**src/rtl/core/hkr_ram.sv**
```systemverilog
// ----------------------------------------------------------------------------
// Generic RAM
// One write port and one read port with registered read data.
// ----------------------------------------------------------------------------
`timescale 1ns / 1ps
`default_nettype none

module hkr_ram #(
	parameter int WIDTH = 8,
	parameter int DEPTH = 16
) (
	input  wire logic                                  clk,
	input  wire logic                                  we,
	input  wire logic [(DEPTH > 1 ? $clog2(DEPTH) : 1)-1:0] waddr,
	input  wire logic [WIDTH-1:0]                      wdata,
	input  wire logic                                  re,
	input  wire logic [(DEPTH > 1 ? $clog2(DEPTH) : 1)-1:0] raddr,
	output logic      [WIDTH-1:0]                      rdata
);

	logic [WIDTH-1:0] mem_q [DEPTH];

	always_ff @(posedge clk) begin
		if (we) begin
			mem_q[waddr] <= wdata;
		end
		if (re) begin
			rdata <= mem_q[raddr];
		end
	end

endmodule

`default_nettype wire

```
**config.mk**
```make
export PLATFORM = sky130hd
export DESIGN_NAME = hkr_ram
export DESIGN_NICKNAME = d
export VERILOG_FILES = /design/src/rtl/core/hkr_ram.sv
export SDC_FILE = /design/constraint.sdc
export NUM_CORES = 1
export LEC_CHECK = 0
export BUFFER_PORTS_ARGS = -buffer_cell sky130_fd_sc_hd__buf_2
export CORE_MARGIN = 2
export CORE_UTILIZATION = 55
export CTS_CLUSTER_SIZE = 25
export DETAILED_ROUTE_END_ITERATION = 12
export MAX_ROUTING_LAYER = met4
export PLACE_DENSITY_LB_ADDON = 0.2
export SLEW_MARGIN = 20
export SYNTH_ARGS = -nofsm -noshare
export SYNTH_HDL_FRONTEND = slang
export SYNTH_SLANG_ARGS = --single-unit
```
**constraint.sdc**
```tcl
create_clock -name clk -period 2.1 [get_ports clk]
set_input_delay 0.21 -clock clk [delete_from_list [all_inputs] [get_ports clk]]
set_output_delay 0.21 -clock clk [all_outputs]
set_load 0.005 [all_outputs]
```
==> flow_summary.ini <==
[power]
leakagePower_uw = 0.00209
ir_drop_uv = 520
cellPowerDensity_nw_per_um2 = 984

[critical_path]
cp.arrival_ns = 1.77
path_class = flop to flop
worstPathMaxFanout = 1
cp.required_ns = 2.35
start_kind = flop
end_kind = flop

[die]
die_y_um = 101
num_rows = 35
core_sq_um = 9240
start_util_pct = 56.6
ios = 27
die-area_sq_um = 10300
die_w_um = 101

[routing]
routedWlPerCell_um = 22.7
drc = 0
wl_met1_mm = 4.37
drtAntennaViolNets = 0
drtIter0Drc = 198
met2_length_mm = 4.66
wl_met3_um = 415
first_pass_iters = 4
avgViaCountPerCell = 5.86
routed-via-count = 2504
top_layer_used = met4
drt_wl_total_mm = 9.69

[sta]
setup_ws_ns = 0.578
rsz0062_at_grt = no
finalHoldWorstSlack_ns = 0.0756
worst_clock_skew_ns = 0.00645
hold_viol = 0
fin_crit_sh_pct = 72.5
fmax_mhz = 657
tightest_slew_ns = 0.454
setup_viol = 0
drv_slew = 0
slew_headroom_pct = 69.6
fin_crit_ns = 1.52
finalSetupTns_ns = 0

[cells_and_area]
layout_common_cells = edfxtp_1, buf_2, buf_4
n_antenna_cell = 0
nFillCells = 601
fin_nets = 304
finish.utilization_pct = 66.7
syn2layout_area_growth_pct = 18.0
drive_above_1_share_pct = 31.9
layout_commonest_cell = edfxtp_1
final_area_sq_um = 6170

[global_route]
grt_pass1_vias = 2536
grt_usage_pct = 21.5
grt_antenna_before_repair = 0
grt_max_degree = 33
grt_pass1_wl_mm = 14.6
grt.overflow.total = 0

[clock_network]
hold_buffers = 0
clkSinkCount = 136
cts_made_buffers = 17
post_cts_buffers = 0
clkTransAtPathRegs_ns = 0.06
cts_buffer_depth = 2
clockRootBuffer = clkbuf_8
h-tree-depth = 4
cts_tree = yes
ctsResizeCount = 0
clk_latency_ns = 0.52

[logic_synthesis]
avgSynthCellArea_sq_um = 22.8
ys_seq_area_share_pct = 78.1
synth-seq-cells = 136
syn_area_sq_um = 5230
yosys.cell_types.count = 18
yosysWarnings = 0
synth_nets = 248
synthesis.instances = 229

[run]
maxCapViolations = 0

[placed_design]
post_dp_cell_area_sq_um = 5620
pre_cts_slack_ns = 0.275
dp_hpwl_mm = 6.02
port_buffers = 26
gp_congestion = 0.799

[run_status]
status = finished clean

[hold_path]
hold_path_class = input port to flop
[per-layer routing]
metal / vias to the layer above / GRT usage [%]
li1: 1096 / -
met5: - / -
met2: 71 / 31.2
met4: 0 / 10.5
met1: 1318 / 29.6
met3: 19 / 4.55
[path summary, 6_finish.rpt]
check,cells after the start,startpoint,endpoint,slack [ns]
worst max-delay path,3,mem_q[1][1],rdata[1],0.58
worst min-delay path,1,re,rdata[3],0.08
worst max register to register,3,mem_q[1][1],rdata[1],0.58
worst min register to register,3,mem_q[12][3],rdata[3],0.75
[worst max-delay path, stage by stage (launching register included)]
cell and delay, ns:
edfxtp_1 0.36, mux4_1 0.52, a22oi_1 0.26, nand2_1 0.12
[cells in the mapped netlist]
cell,n,area (sq um)
edfxtp_1,136,4080
nor3_1,4,20.0
buf_4,1,7.51
nand3b_1,2,15.0
mux4_1,14,368
nand2b_1,2,12.5
or3b_2,1,8.76
and2_1,1,6.26
clkdlybuf4s25_2,3,30.0
nand3_1,1,5.00
nand2_1,9,33.8
buf_2,3,15.0
nor2b_1,1,6.26
mux4_2,18,405
nor2_1,13,48.8
a22oi_1,16,120
and2b_1,1,7.51
buf_6,3,33.8
[logic make-up after synthesis]
| logic type | synth area share (%) |
|---|---|
| AOI/OAI and AO/OA | 2.30 |
| buffers and inverters | 1.65 |
| DFF | 78.1 |
| muxes | 14.8 |
| and+or+nand+nor | 3.14 |
[metrics by stage]
stage | power, uW | cells
floorplan | 3280 | 229
global placement | 3400 | 395
detailed placement | 3410 | 395
CTS | 6110 | 427
global route | 6230 | 427
finish | 6070 | 427
[flip-flops by register name (all words and copies together), names as in the netlist]
register,count
mem_q,128
rdata,8
[where the power goes]
| part | internal [uW] | leakage, uW | switching, uW |
|---|---|---|---|
| Clock | 1670 | 0.000257 | 1050 |
| Sequential | 3060 | 0.00124 | 14.1 |
| Combinational | 121 | 0.000594 | 159 |
[area by class of cell]
cell class	instances	area (sq um)	area share, %
Sequential cell	136	4080	66.2
Timing Repair Buffer	47	313	5.07
Tap cell	129	161	2.62
Clock buffer	18	418	6.78
Clock inverter	14	134	2.17
Multi-Input combinational cell	83	1060	17.1
Note: power is estimated with default switching activity, not from simulation.
