**config.mk**
```make
export PLATFORM = sky130hd
export DESIGN_NAME = hkr_div
export DESIGN_NICKNAME = d
export VERILOG_FILES = /design/src/rtl/core/hkr_pkg.sv /design/src/rtl/core/hkr_div.sv
export SDC_FILE = /design/constraint.sdc
export NUM_CORES = 1
export LEC_CHECK = 0
export BUFFER_PORTS_ARGS = -buffer_cell sky130_fd_sc_hd__buf_2
export CAP_MARGIN = 0
export CORE_MARGIN = 2
export CORE_UTILIZATION = 51
export CTS_BUF_LIST = sky130_fd_sc_hd__clkbuf_8
export CTS_CLUSTER_SIZE = 24
export DETAILED_ROUTE_END_ITERATION = 16
export PLACE_DENSITY = 0.76
export REMOVE_ABC_BUFFERS = 1
export SLEW_MARGIN = 20
export SYNTH_ARGS = -nofsm -noshare
export SYNTH_HDL_FRONTEND = slang
export SYNTH_SLANG_ARGS = --single-unit
```
**constraint.sdc**
```tcl
create_clock -name clk -period 4.9 [get_ports clk]
set_clock_uncertainty 0.1 [all_clocks]
set_input_delay 0.49 -clock clk [delete_from_list [all_inputs] [get_ports clk]]
set_output_delay 0.49 -clock clk [all_outputs]
set_load 0.03 [all_outputs]
```
**src/rtl/core/hkr_pkg.sv**
```systemverilog
// ----------------------------------------------------------------------------
// Hash index package
// Shared widths, operation and status codes, and divider status type.
// ----------------------------------------------------------------------------
`timescale 1ns / 1ps
`default_nettype none

package hkr_pkg;

	localparam int KEY_W    = 64;
	localparam int ROW_W    = 32;
	localparam int CFG_W    = 11;
	localparam int ACT_W    = 2;
	localparam int STAT_W   = 2;
	localparam int DCNT_W   = 7;

	localparam logic [ACT_W-1:0] ACT_LOOKUP = 2'd0;
	localparam logic [ACT_W-1:0] ACT_INSERT = 2'd1;
	localparam logic [ACT_W-1:0] ACT_REMOVE = 2'd2;

	localparam logic [STAT_W-1:0] STAT_OK       = 2'd0;
	localparam logic [STAT_W-1:0] STAT_FULL     = 2'd1;
	localparam logic [STAT_W-1:0] STAT_NOTFOUND = 2'd2;

	typedef struct packed {
		logic busy;
		logic done;
	} div_stat_t;

endpackage

`default_nettype wire

```
**src/rtl/core/hkr_div.sv**
```systemverilog
// ----------------------------------------------------------------------------
// Hash index divider
// Restoring divider of a 64-bit dividend by a narrow divisor, one bit a cycle.
// ----------------------------------------------------------------------------
`timescale 1ns / 1ps
`default_nettype none

module hkr_div import hkr_pkg::*; #(
	parameter int DW = 11
) (
	input  wire logic              clk,
	input  wire logic              arst_n,
	input  wire logic              start,
	input  wire logic [KEY_W-1:0]  dividend,
	input  wire logic [DW-1:0]     divisor,
	output div_stat_t              stat,
	output logic      [KEY_W-1:0]  quotient,
	output logic      [DW-1:0]     remainder
);

	logic [KEY_W-1:0]  dvd_q;
	logic [KEY_W-1:0]  quo_q;
	logic [DW-1:0]     rem_q;
	logic [DW-1:0]     dsr_q;
	logic [DCNT_W-1:0] cnt_q;
	logic              busy_q;
	logic              done_q;
	logic [DW:0]       trial;
	logic              take;

	assign trial = {rem_q, dvd_q[KEY_W-1]};
	assign take  = trial >= {1'b0, dsr_q};

	always_ff @(posedge clk or negedge arst_n) begin
		if (!arst_n) begin
			busy_q <= 1'b0;
			done_q <= 1'b0;
			cnt_q  <= '0;
		end else begin
			done_q <= !start && busy_q && (cnt_q == DCNT_W'(1));
			if (start) begin
				busy_q <= 1'b1;
				cnt_q  <= DCNT_W'(KEY_W);
			end else if (busy_q) begin
				cnt_q <= cnt_q - 1'b1;
				if (cnt_q == DCNT_W'(1)) begin
					busy_q <= 1'b0;
				end
			end
		end
	end

	always_ff @(posedge clk) begin
		if (start) begin
			dvd_q <= dividend;
			dsr_q <= divisor;
			quo_q <= '0;
			rem_q <= '0;
		end else if (busy_q) begin
			dvd_q <= {dvd_q[KEY_W-2:0], 1'b0};
			quo_q <= {quo_q[KEY_W-2:0], take};
			rem_q <= take ? DW'(trial - {1'b0, dsr_q}) : DW'(trial);
		end
	end

	assign stat.busy = busy_q;
	assign stat.done = done_q;
	assign quotient  = quo_q;
	assign remainder = rem_q;

endmodule

`default_nettype wire

```
==> out/results.ini <==
[status]
status = finished, final reports clean

[pwr]
ir_drop_mv = 0.2201
finalPower_w = 0.003472
power_density_mw_per_mm2 = 430.7
leakage_nw = 3.935

[grt]
grt_pass1_wl_um = 21250
grt_pass1_vias = 4356
grt_antenna_before_repair = 0
track_usage_pct = 19.02
grt_max_degree = 87
grt-ovfl-total = 0

[yosys]
syn-mean-instance-area_um2 = 12.76
synthMuxAreaShare_pct = 20.99
synth_top_family_by_area = multiplexers
synth-xor-area-share_pct = 1.419
synth_area_leaders = edfxtp_1 33%, dfxtp_1 22%, mux2_2 10%
synth-simple-area-share_pct = 8.680
synth_fa_ha_area_share_pct = 2.691
synth_edf_count = 75
yosysWarnings = 0
synthFlopType = edfxtp_1
netlist_area_mm2 = 0.006789
synth_top_area_share_pct = 33.17
synth-compound-area-share_pct = 4.534
ys_seq_area_share_pct = 58.61
synth_top_area_cell = edfxtp_1
postSynthCellCount = 532
ys_types = 50
ys_ff_latch = 159
synthArstFlopShare_pct = 5.660

[drt]
routed_wl_um = 12910
initialDrtViolationCount = 233
met2_wirelength_um = 6042
drtAntennaViolNets = 0
vias = 4410
top_layer_used = met4
viasPerCell = 5.092
first_pass_iters = 4
met3_length_um = 991
drc = 0
routedWlPerCell_um = 14.90
met1_length_um = 5695

[final_layout]
layout-drive-gt1-share_pct = 36.96
utilization_pct = 61.35
postLayoutCellArea_mm2 = 0.008060
diodes = 0
nets = 769
synthToLayoutAreaGrowth_pct = 18.72

[worst_setup_path]
critical_path_class = reg2reg
cp-end-kind = register
cp.arrival_ns = 2.99
path_max_fanout = 14
start_kind = register
cp.required_ns = 5.16

[floorplan]
num_rows = 42
ios = 155
dieArea_mm2 = 0.01425
die_w_um = 119.4
die_h_um = 119.4
start_util_pct = 51.68
coreArea_mm2 = 0.01314

[sta]
setup_violations = 0
rsz0062_at_grt = false
relSlewSlack_pct = 38.63
timing.final.crit_share_pct = 55.66
fmax_ghz = 0.3667
fin_tns_setup_ns = 0
period_minus_slack_ns = 2.727
slew_violations = 0
worst_pin_slew_ns = 0.9205
hold_viol = 0

[worst_hold_path]
hold_path_class = in2reg

[clocking]
cts_hold_buf = 1
cts.htree.levels = 4
insertion_delay_ns = 0.44
root_buffer = clkbuf_8
clk_pin_slew_ns = 0.08
cts_buffers = 17
cts_buffer_depth = 2
cts.sinks = 159
cts_tree = done
ctsResizeCount = 0
postCtsSetupRepairBufs = 0

[placement]
dp_hpwl_um = 8882
routabilityCongestion = 0.7794
port_buffers = 154
placed_area_mm2 = 0.007656

[run]
drv_cap = 0

cell usage after synthesis (8+ instances only):
master / number
nand2_1: 9
inv_1: 15
mux2_2: 63
mux2i_1: 70
nor2_1: 87
xnor2_1: 8
a211oi_1: 8
ha_1: 13
dfxtp_1: 75
edfxtp_1: 75
dfrtp_1: 9
clkbuf_1: 20
report_power, final:
group | total [W] | switching [W] | internal [W]
clock network | 0.000942 | 0.000445 | 0.000497
logic | 0.000871 | 0.000479 | 0.000392
registers | 0.00166 | 0.000105 | 0.00155
path summary, 6_finish.rpt:
kind,cells past startpoint,endpoint,startpoint,slack [ns]
min in group asynchronous,2,done_q$_DFF_PN0_,arst_n,0.34
max,9,remainder[0]$_SDFFE_PP0P_,dvd_q[63]$_DFFE_PP_,2.17
max in group asynchronous,2,busy_q$_DFF_PN0_,arst_n,4.14
min reg2reg,2,remainder[2]$_SDFFE_PP0P_,remainder[2]$_SDFFE_PP0P_,0.42
max reg2reg,9,remainder[0]$_SDFFE_PP0P_,dvd_q[63]$_DFFE_PP_,2.17
min,1,dsr_q[3]$_DFFE_PP_,divisor[3],0.13
cells in the final DEF (no fill, tap or decap), types with 3 or more instances in the layout:
cell type,n
buf_2,153
nor2_1,87
edfxtp_1,75
dfxtp_1,75
mux2i_1,70
mux2_2,63
inv_1,21
clkbuf_8,21
ha_1,13
nand2_1,9
xnor2_1,8
a211oi_1,8
dfrtp_1,8
o21ai_0,7
a21oi_1,5
nand2b_1,5
o211ai_1,4
buf_4,4
nor4bb_1,3
nor3_1,3
xor2_1,3
layer usage:
metal | GRT usage, % | vias up
met4 | 6.176 | 0
met5 | 0 | -
met1 | 24.18 | 2078
met3 | 7.375 | 15
met2 | 30.03 | 133
li1 | - | 2184
stage by stage:
step | setup WS (ns) | instances | hold WS (ns)
after detailed placement | 1.848 | 833 | 0.2624
after floorplan | 0.4541 | 500 | 0.09441
after CTS | 2.068 | 866 | 0.09746
after global routing | 2.011 | 866 | 0.08660
final | 2.173 | 866 | 0.1276
after global placement | 1.935 | 833 | 0.2537
kinds of logic after synthesis:
logic type / count (synthesis)
DFF: 159
muxes: 134
and+or+nand+nor: 127
buffers and inverters: 47
AOI/OAI and AO/OA: 40
adders and majority gates: 14
xor gates and xnor gates: 11
worst max-delay path, cell delays in order, from the launching register on:
cell	delay [ns]
edfxtp_1	0.33
inv_1	0.05
ha_1	0.22
fa_1	0.42
nor2b_1	0.19
o31a_1	0.21
o21ai_2	0.15
o21ai_4	0.44
mux2_4	0.35
a211oi_2	0.19
cell type report:
cell class	count	area, um^2
tap	176	220.2
sequential	159	3983
inverter	15	56.30
clock inverter	11	102.6
clock buffer	21	289.0
multi-input combinational	326	2604
fill	1053	5077
timing repair buffer	158	805.8
flip-flops by register name, summed over array words and instances (netlist names):
name,flops
busy_q,1
cnt_q,7
done_q,1
dsr_q,11
dvd_q,64
quotient,64
remainder,11
Power figures use the tool's default switching activity.
